## src/design/alpw_pkg.sv

```systemverilog
// Shared types and codes for the antialiased line pixel walker.
package alpw_pkg;

   // Request selector carried in req_tuser
   localparam logic REQ_START = 1'b0;
   localparam logic REQ_FETCH = 1'b1;

   // Line modes
   localparam logic [1:0] MODE_IDLE     = 2'd0;
   localparam logic [1:0] MODE_SPAN     = 2'd1;
   localparam logic [1:0] MODE_DIAG     = 2'd2;
   localparam logic [1:0] MODE_WEIGHTED = 2'd3;

   // Emit phases; the span walk reuses PH_FAR_PRIME as its "keep stepping" phase
   localparam logic [2:0] PH_NEAR_END  = 3'd0;
   localparam logic [2:0] PH_FAR_END   = 3'd1;
   localparam logic [2:0] PH_STEP      = 3'd2;
   localparam logic [2:0] PH_FAR_PRIME = 3'd3;
   localparam logic [2:0] PH_NEAR_PAIR = 3'd4;
   localparam logic [2:0] PH_FAR_PAIR  = 3'd5;

   // Pixel kinds
   localparam logic [1:0] KIND_SOLID   = 2'd0;
   localparam logic [1:0] KIND_PRIMARY = 2'd1;
   localparam logic [1:0] KIND_PAIRED  = 2'd2;

   localparam int WEIGHT_BITS = 8;
   localparam int COLOR_BITS  = 8;

   typedef struct packed {
      logic load;      // start word accepted
      logic fetch;     // fetch word accepted
      logic div_step;  // advance the divider one quotient bit
   } alpw_cmd_type;

   typedef struct packed {
      logic start_weighted;  // start word on the input describes a weighted line
      logic line_active;     // a line is in progress
   } alpw_sts_type;

endpackage

```

## src/design/alpw_ctrl.sv

```systemverilog
// Controller: handshake, divider sequencing and result valid.
module alpw_ctrl #(
   parameter int FRACTION_BITS = 16
) (
   input  logic                  clock,
   input  logic                  reset,
   input  logic                  req_tvalid,
   input  logic                  req_tuser,
   output logic                  req_tready,
   output logic                  rsp_tvalid,
   input  logic                  rsp_tready,
   input  alpw_pkg::alpw_sts_type sts,
   output alpw_pkg::alpw_cmd_type cmd
);
   import alpw_pkg::*;

   localparam int CNT_BITS = $clog2(FRACTION_BITS);
   localparam logic [CNT_BITS-1:0] CNT_LAST = CNT_BITS'(FRACTION_BITS - 1);

   localparam logic ST_IDLE   = 1'b0;
   localparam logic ST_DIVIDE = 1'b1;

   logic                state_ff, state_in;
   logic [CNT_BITS-1:0] cnt_ff, cnt_in;
   logic                valid_ff, valid_in;
   logic                accept;

   assign req_tready = (state_ff == ST_IDLE) && (!valid_ff || rsp_tready);
   assign accept     = req_tvalid && req_tready;
   assign rsp_tvalid = valid_ff;

   always_comb begin
      cmd.load     = accept && (req_tuser == REQ_START);
      cmd.fetch    = accept && (req_tuser == REQ_FETCH);
      cmd.div_step = (state_ff == ST_DIVIDE);
   end

   always_comb begin
      state_in = state_ff;
      cnt_in   = cnt_ff;
      unique case (state_ff)
         ST_IDLE: begin
            cnt_in = '0;
            if (cmd.load && sts.start_weighted) state_in = ST_DIVIDE;
         end
         ST_DIVIDE: begin
            cnt_in = cnt_ff + 1'b1;
            if (cnt_ff == CNT_LAST) state_in = ST_IDLE;
         end
         default: state_in = ST_IDLE;
      endcase
   end

   always_comb begin
      valid_in = valid_ff;
      if (cmd.fetch && sts.line_active) valid_in = 1'b1;
      else if (rsp_tready)              valid_in = 1'b0;
   end

   always_ff @(posedge clock) begin
      if (reset) begin
         state_ff <= ST_IDLE;
         cnt_ff   <= '0;
         valid_ff <= 1'b0;
      end else begin
         state_ff <= state_in;
         cnt_ff   <= cnt_in;
         valid_ff <= valid_in;
      end
   end

endmodule

```

## src/design/alpw_datapath.sv

```systemverilog
// Datapath: line setup, bit-serial error step divider and pixel walker.
module alpw_datapath #(
   parameter int COORD_BITS    = 8,
   parameter int FRACTION_BITS = 16
) (
   input  logic                            clock,
   input  logic                            reset,
   input  alpw_pkg::alpw_cmd_type          cmd,
   output alpw_pkg::alpw_sts_type          sts,
   input  logic [COORD_BITS-1:0]           x_start,
   input  logic [COORD_BITS-1:0]           y_start,
   input  logic [COORD_BITS-1:0]           x_end,
   input  logic [COORD_BITS-1:0]           y_end,
   input  logic [alpw_pkg::COLOR_BITS-1:0] line_color,
   output logic [COORD_BITS-1:0]           pixel_x,
   output logic [COORD_BITS-1:0]           pixel_y,
   output logic [alpw_pkg::WEIGHT_BITS-1:0] weight,
   output logic [1:0]                      pixel_kind,
   output logic [alpw_pkg::COLOR_BITS-1:0] color_out,
   output logic                            last
);
   import alpw_pkg::*;

   localparam int C = COORD_BITS;
   localparam int F = FRACTION_BITS;

   // Walker state
   logic [C-1:0] near_x_ff, near_x_in, near_y_ff, near_y_in;
   logic [C-1:0] far_x_ff, far_x_in, far_y_ff, far_y_in;
   logic [F-1:0] acc_ff, acc_in;
   logic [F-1:0] quot_ff, quot_in;
   logic [C:0]   rem_ff, rem_in;
   logic [C-1:0] div_ff, div_in;
   logic         swapped_ff, swapped_in;
   logic         left_ff, left_in;
   logic [C-1:0] steps_ff, steps_in;
   logic [1:0]   mode_ff, mode_in;
   logic [2:0]   phase_ff, phase_in;
   logic [COLOR_BITS-1:0] color_ff, color_in;

   // Result register
   logic [C-1:0]           px_ff, px_in, py_ff, py_in;
   logic [WEIGHT_BITS-1:0] w_ff, w_in;
   logic [1:0]             kind_ff, kind_in;
   logic                   last_ff, last_in;

   // Setup
   logic [C-1:0] dx, dy, mi1, ma1, mi2, ma2, dmin, dmaj;
   logic [C-1:0] n_mi, n_ma, f_mi, f_ma;
   logic         do_swap;
   logic [1:0]   start_mode;

   // Divider
   logic [C:0] rem_shift;
   logic       rem_ge;

   // Pixel selection
   logic [C-1:0] o_minor, o_major;
   logic [1:0]   o_kind;
   logic         o_last;
   logic [F-1:0] acc_sum, w_src;
   logic         acc_wrap;

   function automatic logic [COORD_BITS-1:0] minor_fwd(input logic [COORD_BITS-1:0] v,
                                                      input logic lft);
      return lft ? v - 1'b1 : v + 1'b1;
   endfunction

   function automatic logic [COORD_BITS-1:0] minor_back(input logic [COORD_BITS-1:0] v,
                                                       input logic lft);
      return lft ? v + 1'b1 : v - 1'b1;
   endfunction

   // Line setup from the start word: make y the major axis, order top to bottom
   always_comb begin
      dx      = (x_start > x_end) ? x_start - x_end : x_end - x_start;
      dy      = (y_start > y_end) ? y_start - y_end : y_end - y_start;
      do_swap = dx > dy;
      dmin    = do_swap ? dy : dx;
      dmaj    = do_swap ? dx : dy;
      mi1     = do_swap ? y_start : x_start;
      ma1     = do_swap ? x_start : y_start;
      mi2     = do_swap ? y_end : x_end;
      ma2     = do_swap ? x_end : y_end;
      if (ma1 > ma2) begin
         n_mi = mi2; n_ma = ma2; f_mi = mi1; f_ma = ma1;
      end else begin
         n_mi = mi1; n_ma = ma1; f_mi = mi2; f_ma = ma2;
      end
      if (dmaj == '0 || dmin == '0) start_mode = MODE_SPAN;
      else if (dmin == dmaj)        start_mode = MODE_DIAG;
      else                          start_mode = MODE_WEIGHTED;
   end

   assign sts.start_weighted = (start_mode == MODE_WEIGHTED);
   assign sts.line_active    = (mode_ff != MODE_IDLE);

   // Restoring division, one quotient bit per step
   assign rem_shift = {rem_ff[C-1:0], 1'b0};
   assign rem_ge    = rem_shift >= {1'b0, div_ff};

   // Pixel walker
   always_comb begin
      near_x_in = near_x_ff;
      near_y_in = near_y_ff;
      far_x_in  = far_x_ff;
      far_y_in  = far_y_ff;
      acc_in    = acc_ff;
      steps_in  = steps_ff;
      mode_in   = mode_ff;
      phase_in  = phase_ff;
      o_minor   = near_x_ff;
      o_major   = near_y_ff;
      o_kind    = KIND_SOLID;
      o_last    = 1'b0;
      w_src     = acc_ff;
      acc_sum   = acc_ff + quot_ff;
      acc_wrap  = acc_sum <= acc_ff;

      if (phase_ff == PH_NEAR_END) begin
         phase_in = PH_FAR_END;
      end else if (phase_ff == PH_FAR_END) begin
         o_minor  = far_x_ff;
         o_major  = far_y_ff;
         phase_in = PH_STEP;
      end else begin
         case (mode_ff)
            MODE_SPAN: begin
               // first span pixel repeats the near end
               if (phase_ff != PH_STEP) near_y_in = near_y_ff + 1'b1;
               o_major = near_y_in;
               o_last  = (near_y_in == far_y_ff);
               if (o_last) mode_in = MODE_IDLE;
               else        phase_in = PH_FAR_PRIME;
            end
            MODE_DIAG: begin
               near_x_in = minor_fwd(near_x_ff, left_ff);
               near_y_in = near_y_ff + 1'b1;
               o_minor   = near_x_in;
               o_major   = near_y_in;
               o_last    = (near_y_in == far_y_ff);
               if (o_last) mode_in = MODE_IDLE;
            end
            default: begin
               case (phase_ff)
                  PH_STEP: begin
                     acc_in = acc_sum;
                     w_src  = acc_sum;
                     if (acc_wrap) begin
                        near_x_in = minor_fwd(near_x_ff, left_ff);
                        far_x_in  = minor_back(far_x_ff, left_ff);
                     end
                     near_y_in = near_y_ff + 1'b1;
                     far_y_in  = far_y_ff - 1'b1;
                     o_minor   = near_x_in;
                     o_major   = near_y_in;
                     o_kind    = KIND_PRIMARY;
                     phase_in  = PH_FAR_PRIME;
                  end
                  PH_FAR_PRIME: begin
                     o_minor  = far_x_ff;
                     o_major  = far_y_ff;
                     o_kind   = KIND_PRIMARY;
                     phase_in = PH_NEAR_PAIR;
                  end
                  PH_NEAR_PAIR: begin
                     o_minor  = minor_fwd(near_x_ff, left_ff);
                     o_kind   = KIND_PAIRED;
                     phase_in = PH_FAR_PAIR;
                  end
                  default: begin
                     o_minor = minor_back(far_x_ff, left_ff);
                     o_major = far_y_ff;
                     o_kind  = KIND_PAIRED;
                     o_last  = (steps_ff <= C'(1));
                     if (o_last) begin
                        steps_in = '0;
                        mode_in  = MODE_IDLE;
                     end else begin
                        steps_in = steps_ff - 1'b1;
                        phase_in = PH_STEP;
                     end
                  end
               endcase
            end
         endcase
      end

      px_in   = swapped_ff ? o_major : o_minor;
      py_in   = swapped_ff ? o_minor : o_major;
      w_in    = (o_kind == KIND_SOLID) ? '0 : w_src[F-1 -: WEIGHT_BITS];
      kind_in = o_kind;
      last_in = o_last;
   end

   // Register update selection
   logic [C-1:0] nx_next, ny_next, fx_next, fy_next, steps_next;
   logic [F-1:0] acc_next, quot_next;
   logic [1:0]   mode_next;
   logic [2:0]   phase_next;

   always_comb begin
      nx_next    = near_x_ff;
      ny_next    = near_y_ff;
      fx_next    = far_x_ff;
      fy_next    = far_y_ff;
      acc_next   = acc_ff;
      steps_next = steps_ff;
      mode_next  = mode_ff;
      phase_next = phase_ff;
      quot_in    = quot_ff;
      rem_in     = rem_ff;
      div_in     = div_ff;
      swapped_in = swapped_ff;
      left_in    = left_ff;
      color_in   = color_ff;
      if (cmd.load) begin
         nx_next    = n_mi;
         ny_next    = n_ma;
         fx_next    = f_mi;
         fy_next    = f_ma;
         acc_next   = '0;
         steps_next = sts.start_weighted ? (dmaj >> 1) : '0;
         mode_next  = start_mode;
         phase_next = PH_NEAR_END;
         quot_in    = '0;
         rem_in     = {1'b0, dmin};
         div_in     = dmaj;
         swapped_in = do_swap;
         left_in    = n_mi > f_mi;
         color_in   = line_color;
      end else if (cmd.div_step) begin
         quot_in = {quot_ff[F-2:0], rem_ge};
         rem_in  = rem_ge ? rem_shift - {1'b0, div_ff} : rem_shift;
      end else if (cmd.fetch && sts.line_active) begin
         nx_next    = near_x_in;
         ny_next    = near_y_in;
         fx_next    = far_x_in;
         fy_next    = far_y_in;
         acc_next   = acc_in;
         steps_next = steps_in;
         mode_next  = mode_in;
         phase_next = phase_in;
      end
   end

   always_ff @(posedge clock) begin
      if (reset) begin
         mode_ff  <= MODE_IDLE;
         phase_ff <= PH_NEAR_END;
      end else begin
         mode_ff  <= mode_next;
         phase_ff <= phase_next;
      end
   end

   always_ff @(posedge clock) begin
      near_x_ff  <= nx_next;
      near_y_ff  <= ny_next;
      far_x_ff   <= fx_next;
      far_y_ff   <= fy_next;
      acc_ff     <= acc_next;
      steps_ff   <= steps_next;
      quot_ff    <= quot_in;
      rem_ff     <= rem_in;
      div_ff     <= div_in;
      swapped_ff <= swapped_in;
      left_ff    <= left_in;
      color_ff   <= color_in;
   end

   // Hold the result word until the next fetch that produces a pixel
   always_ff @(posedge clock) begin
      if (cmd.fetch && sts.line_active) begin
         px_ff   <= px_in;
         py_ff   <= py_in;
         w_ff    <= w_in;
         kind_ff <= kind_in;
         last_ff <= last_in;
      end
   end

   assign pixel_x    = px_ff;
   assign pixel_y    = py_ff;
   assign weight     = w_ff;
   assign pixel_kind = kind_ff;
   assign color_out  = color_ff;
   assign last       = last_ff;

endmodule

```

## src/design/antialiased_line_pixel_walker_core.sv

```systemverilog
// Antialiased line pixel walker: top level joining controller and datapath.
// Fetch word: pixel is registered and shown in the cycle after acceptance; one fetch per cycle
//   is taken while the result side keeps up.
// Start word: span and diagonal lines are loaded on acceptance; a weighted line then runs
//   the bit-serial divider (one quotient bit per cycle), ready low meanwhile.
// Reset (synchronous, active high) drops any line in progress and clears result valid.
module antialiased_line_pixel_walker_core #(
   parameter int COORD_BITS    = 8,
   parameter int FRACTION_BITS = 16
) (
   input  logic                     clock,
   input  logic                     reset,
   input  logic                     req_tvalid,
   output logic                     req_tready,
   // x_start, y_start, x_end, y_end, line_color
   input  logic [((4*COORD_BITS+8+7)/8)*8-1:0] req_tdata,
   // req_type
   input  logic [0:0]               req_tuser,
   output logic                     rsp_tvalid,
   input  logic                     rsp_tready,
   // pixel_x, pixel_y, weight, color_out
   output logic [((2*COORD_BITS+16+7)/8)*8-1:0] rsp_tdata,
   // pixel_kind
   output logic [1:0]               rsp_tuser,
   output logic                     rsp_tlast
);
   import alpw_pkg::*;

   localparam int C             = COORD_BITS;
   localparam int RSP_DATA_BITS = ((2*COORD_BITS+16+7)/8)*8;

   alpw_cmd_type cmd;
   alpw_sts_type sts;

   logic [C-1:0]           pixel_x, pixel_y;
   logic [WEIGHT_BITS-1:0] weight;
   logic [COLOR_BITS-1:0]  color_out;

   alpw_ctrl #(
      .FRACTION_BITS(FRACTION_BITS)
   ) u_ctrl (
      .clock      (clock),
      .reset      (reset),
      .req_tvalid (req_tvalid),
      .req_tuser  (req_tuser[0]),
      .req_tready (req_tready),
      .rsp_tvalid (rsp_tvalid),
      .rsp_tready (rsp_tready),
      .sts        (sts),
      .cmd        (cmd)
   );

   alpw_datapath #(
      .COORD_BITS    (COORD_BITS),
      .FRACTION_BITS (FRACTION_BITS)
   ) u_datapath (
      .clock      (clock),
      .reset      (reset),
      .cmd        (cmd),
      .sts        (sts),
      .x_start    (req_tdata[C-1:0]),
      .y_start    (req_tdata[2*C-1 -: C]),
      .x_end      (req_tdata[3*C-1 -: C]),
      .y_end      (req_tdata[4*C-1 -: C]),
      .line_color (req_tdata[4*C+COLOR_BITS-1 -: COLOR_BITS]),
      .pixel_x    (pixel_x),
      .pixel_y    (pixel_y),
      .weight     (weight),
      .pixel_kind (rsp_tuser),
      .color_out  (color_out),
      .last       (rsp_tlast)
   );

   assign rsp_tdata = RSP_DATA_BITS'({color_out, weight, pixel_y, pixel_x});

   // No new word while a result is stuck at the output
   assert property (@(posedge clock) disable iff (reset)
      (rsp_tvalid && !rsp_tready) |-> !req_tready)
      else $error("input taken while result stalled");

   // A weighted start blocks input while the divider runs
   assert property (@(posedge clock) disable iff (reset)
      (req_tvalid && req_tready && req_tuser[0] == REQ_START && sts.start_weighted)
      |=> !req_tready)
      else $error("input taken during divide");

   // Solid pixels carry no weight
   assert property (@(posedge clock) disable iff (reset)
      (rsp_tvalid && rsp_tuser == KIND_SOLID) |-> (weight == '0))
      else $error("solid pixel with nonzero weight");

   // A fetch on an idle line produces no result
   assert property (@(posedge clock) disable iff (reset)
      (cmd.fetch && !sts.line_active && !rsp_tvalid) |=> !rsp_tvalid)
      else $error("result from idle line");

endmodule

```

## config.mk

```make
export PLATFORM = sky130hd
export DESIGN_NAME = antialiased_line_pixel_walker_core
export DESIGN_NICKNAME = d
export VERILOG_FILES = /design/src/design/alpw_pkg.sv /design/src/design/alpw_ctrl.sv /design/src/design/alpw_datapath.sv /design/src/design/antialiased_line_pixel_walker_core.sv
export SDC_FILE = /design/constraint.sdc
export NUM_CORES = 1
export LEC_CHECK = 0
export ABC_AREA = 1
export BUFFER_PORTS_ARGS = -buffer_cell sky130_fd_sc_hd__buf_4
export CORE_UTILIZATION = 65
export CTS_CLUSTER_DIAMETER = 40
export DETAILED_ROUTE_END_ITERATION = 16
export PLACE_DENSITY = 0.85
export SLEW_MARGIN = 25
export SYNTH_ARGS = -nofsm -noshare
export SYNTH_HDL_FRONTEND = slang
export SYNTH_SLANG_ARGS = --single-unit
```

## constraint.sdc

```tcl
create_clock -name clock -period 16.75 [get_ports clock]
set_input_delay 3.35 -clock clock [delete_from_list [all_inputs] [get_ports clock]]
set_output_delay 3.35 -clock clock [all_outputs]
set_load 0.03 [all_outputs]
```

==> metrics <==
CP Launch Type=input port; layout cells sized above 1=9.45%; Final Wtd Congestion=0.966; Worst-Margin Slew=1.03 ns; WP data required=16.92 ns; IO buf count=81; pre-CTS setup slack=7.20 ns; Max stage delay on crit path=0.58 ns; hold slack final=0.451 ns; cts hold-fix bufs=0; R2R depth=24; Post-DP HPWL=25.7 mm; most used cell, CP=nand2_1; post-synthesis sequential element count=136; Core Footprint=19000 um^2; Antenna Violating Nets Remaining=0; final worst slack=7.59 ns; final setup vio count=0; first-pass GRT wire length=56.1 mm; htree depth=4; most common cell after layout, fill and taps aside=nand2_1; Tmin final=9.16 ns; Worst Hold Launch=u_ctrl.cnt_ff[0]$_SDFF_PP0_; Remaining Overflow, GRT=0; Crit. End Element=register; vias in the first global route=11800; die outline area=20100 um^2; Final #Nets=2069; Die H=142 um; Remaining DRCs=0; Layout fillers=1543; Starting DRT DRC Count=1289; setup TNS=0 ns; Primary FF master, synth=edfxtp_1; total wire length=34.6 mm; GRT busiest layer=met2; Power Density=132 nW/um^2; Area Overhead vs Synth=10.3%; Tcrit/Tclk final=54.7%; total setup buffers inserted after CTS=0; Crit Path Category=in2reg; library cells used by synthesis=55; wire per inst=15.9 um; YS warnings=0; clk_lat worst skew=0.43 ns; sequential area share after synthesis=28.7%; leak pwr=0.00710 uW; met3 Use GR=5.87%; Initial Util=67.1%; hold path depth=1; Cell Area, Synth=12700 um^2; Crit Path Max Fanout=81; antenna cells=0; post-CTS sizing=0; met1 usage=44.1%; asr flop ratio synth=0%; Vias=12700; worst setup path start=req_tdata[8]; row count=50; Die X=142 um; Clk Tree Root Cell=clkbuf_16; Max IR drop VDD=0.0781 mV; Worst R2R Start=u_datapath.acc_ff[0]$_SDFFE_PP0P_; Post-Syn Area per Cell=6.86 um^2; met2 Use GR=59.7%; pins over their slew limit=0; Clock transition at path regs=0.06 ns; initial antenna violation count=0; number of CTS-inserted buffers=17; most frequent cells in the layout=565 x nand2_1, 258 x inv_1, 162 x nand3_1, 134 x o21ai_0, 113 x ha_1; CTS Sinks=136; Hold Crit Class=reg2reg; Pre-antenna DRT Iters=8; Fin. Hold Viols=0; Max Fclk=109 MHz; status=completed; GRT Overall Usage=35.2%; I/O pin total=82; largest net degree at the start of global routing=82; max_cap viols=0; Arr. time, crit path=9.33 ns; Via density=5.84; syn_nets=2018; Critical Path Slowest Stage Cell=nand2_4; Cells after Synth=1852; CTS tree=built; Max-slew headroom=31.6%; worst clock skew=0.0121 ns; RSZ-0062 raised after global routing=false; Clock Path Buffers=2; EDFF count, synth=93
==> where the power goes <==
part | total [uW] | internal [uW] | switching (uW)
registers | 458 | 424 | 34.1
logic | 1030 | 343 | 683
clock network | 374 | 221 | 153
total | 1860 | 988 | 870
==> cell type report <==
| class | instances | area [um^2] | share of cell area, % |
|---|---|---|---|
| well taps | 260 | 325 | 2.32 |
| clock inverters | 13 | 148 | 1.05 |
| multi-input cells | 1391 | 7800 | 55.6 |
| repair buffers | 86 | 646 | 4.60 |
| clock buffers | 19 | 433 | 3.09 |
| flip-flops and latches | 136 | 3650 | 26.0 |
| inverters | 271 | 1020 | 7.29 |
==> synth_stat cells (3+ instances only) <==
master	count	area (um^2)
nand2_4	4	45.0
o221ai_1	13	114
nand3_2	4	40.0
mux2i_1	3	30.0
nand2_2	16	100
a21oi_1	89	445
dfxtp_1	43	861
fa_1	8	160
clkbuf_1	35	131
nor3b_1	3	22.5
xor2_1	37	324
o22ai_1	5	31.3
nand2_1	566	2120
o21bai_1	5	37.5
buf_2	10	50.1
a21o_1	3	22.5
nand4_1	23	144
inv_1	258	968
nor2_2	4	25.0
nand3_1	162	811
nor2_1	89	334
inv_2	7	26.3
a211oi_1	3	22.5
buf_4	8	60.1
xnor2_1	11	96.3
edfxtp_1	93	2790
o211ai_1	27	203
clkinv_1	4	15.0
or2_2	6	37.5
o21ai_1	3	15.0
o21ai_0	134	671
nor2_4	4	45.0
ha_1	113	1410
nor3_1	11	55.1
a22oi_1	15	113
a31oi_1	6	37.5
==> logic make-up (layout without fill, tap and decap cells) <==
| family | after synthesis | after routing | synth area share (%) |
|---|---|---|---|
| adders and majority gates | 121 | 121 | 12.4 |
| xor gates and xnor gates | 48 | 48 | 3.31 |
| buffers and inverters | 325 | 389 | 10.0 |
| AOI/OAI and AO/OA | 319 | 319 | 14.7 |
| and+or+nand+nor | 900 | 900 | 30.6 |
| DFF | 136 | 136 | 28.7 |
| muxes | 3 | 3 | 0.236 |
==> final timing paths <==
| kind | slack (ns) | to |
|---|---|---|
| worst max register to register | 12.03 | u_datapath.pixel_x[5]$_DFFE_PP_ |
| worst max-delay path | 7.59 | u_datapath.left_ff$_DFFE_PP_ |
| worst min-delay path | 0.45 | u_ctrl.cnt_ff[0]$_SDFF_PP0_ |
| worst min register to register | 0.45 | u_ctrl.cnt_ff[0]$_SDFF_PP0_ |
==> worst max-delay path, delay by kind of cell <==
kind / cells / cell delay [ns]
buffers and inverters: 9 / 1.31
AND/OR/NAND/NOR: 17 / 2.27
adder cells (fa/ha/maj): 5 / 1.43
AO/OA/AOI/OAI: 5 / 0.93
==> state kept, by name, summed over array words and instances (netlist names), 4 cells and up <==
signal / count
u_ctrl.cnt_ff: 4
u_datapath.weight: 8
u_datapath.near_x_ff: 8
u_datapath.acc_ff: 16
u_datapath.steps_ff: 8
u_datapath.pixel_x: 8
u_datapath.color_out: 8
u_datapath.rem_ff: 8
u_datapath.quot_ff: 16
u_datapath.far_y_ff: 8
u_datapath.div_ff: 8
u_datapath.far_x_ff: 8
u_datapath.pixel_y: 8
u_datapath.near_y_ff: 8
==> layer usage <==
layer  up-vias  routed length (um)
met1      5770               14200
met2       607               16200
met4         0                1200
met5         -                   0
li1       6230                   -
met3        96                2950
==> through the flow <==
stage	total power, uW	instances	util [%]	area, um^2
finish	1860	2176	74.0	14000
floorplan	1230	1852	-	12700
global placement	1430	2144	70.9	13400
CTS	1840	2176	74.0	14000
detailed placement	1460	2144	70.9	13400
global route	2010	2176	74.0	14000
Power figures use the tool's default switching activity.
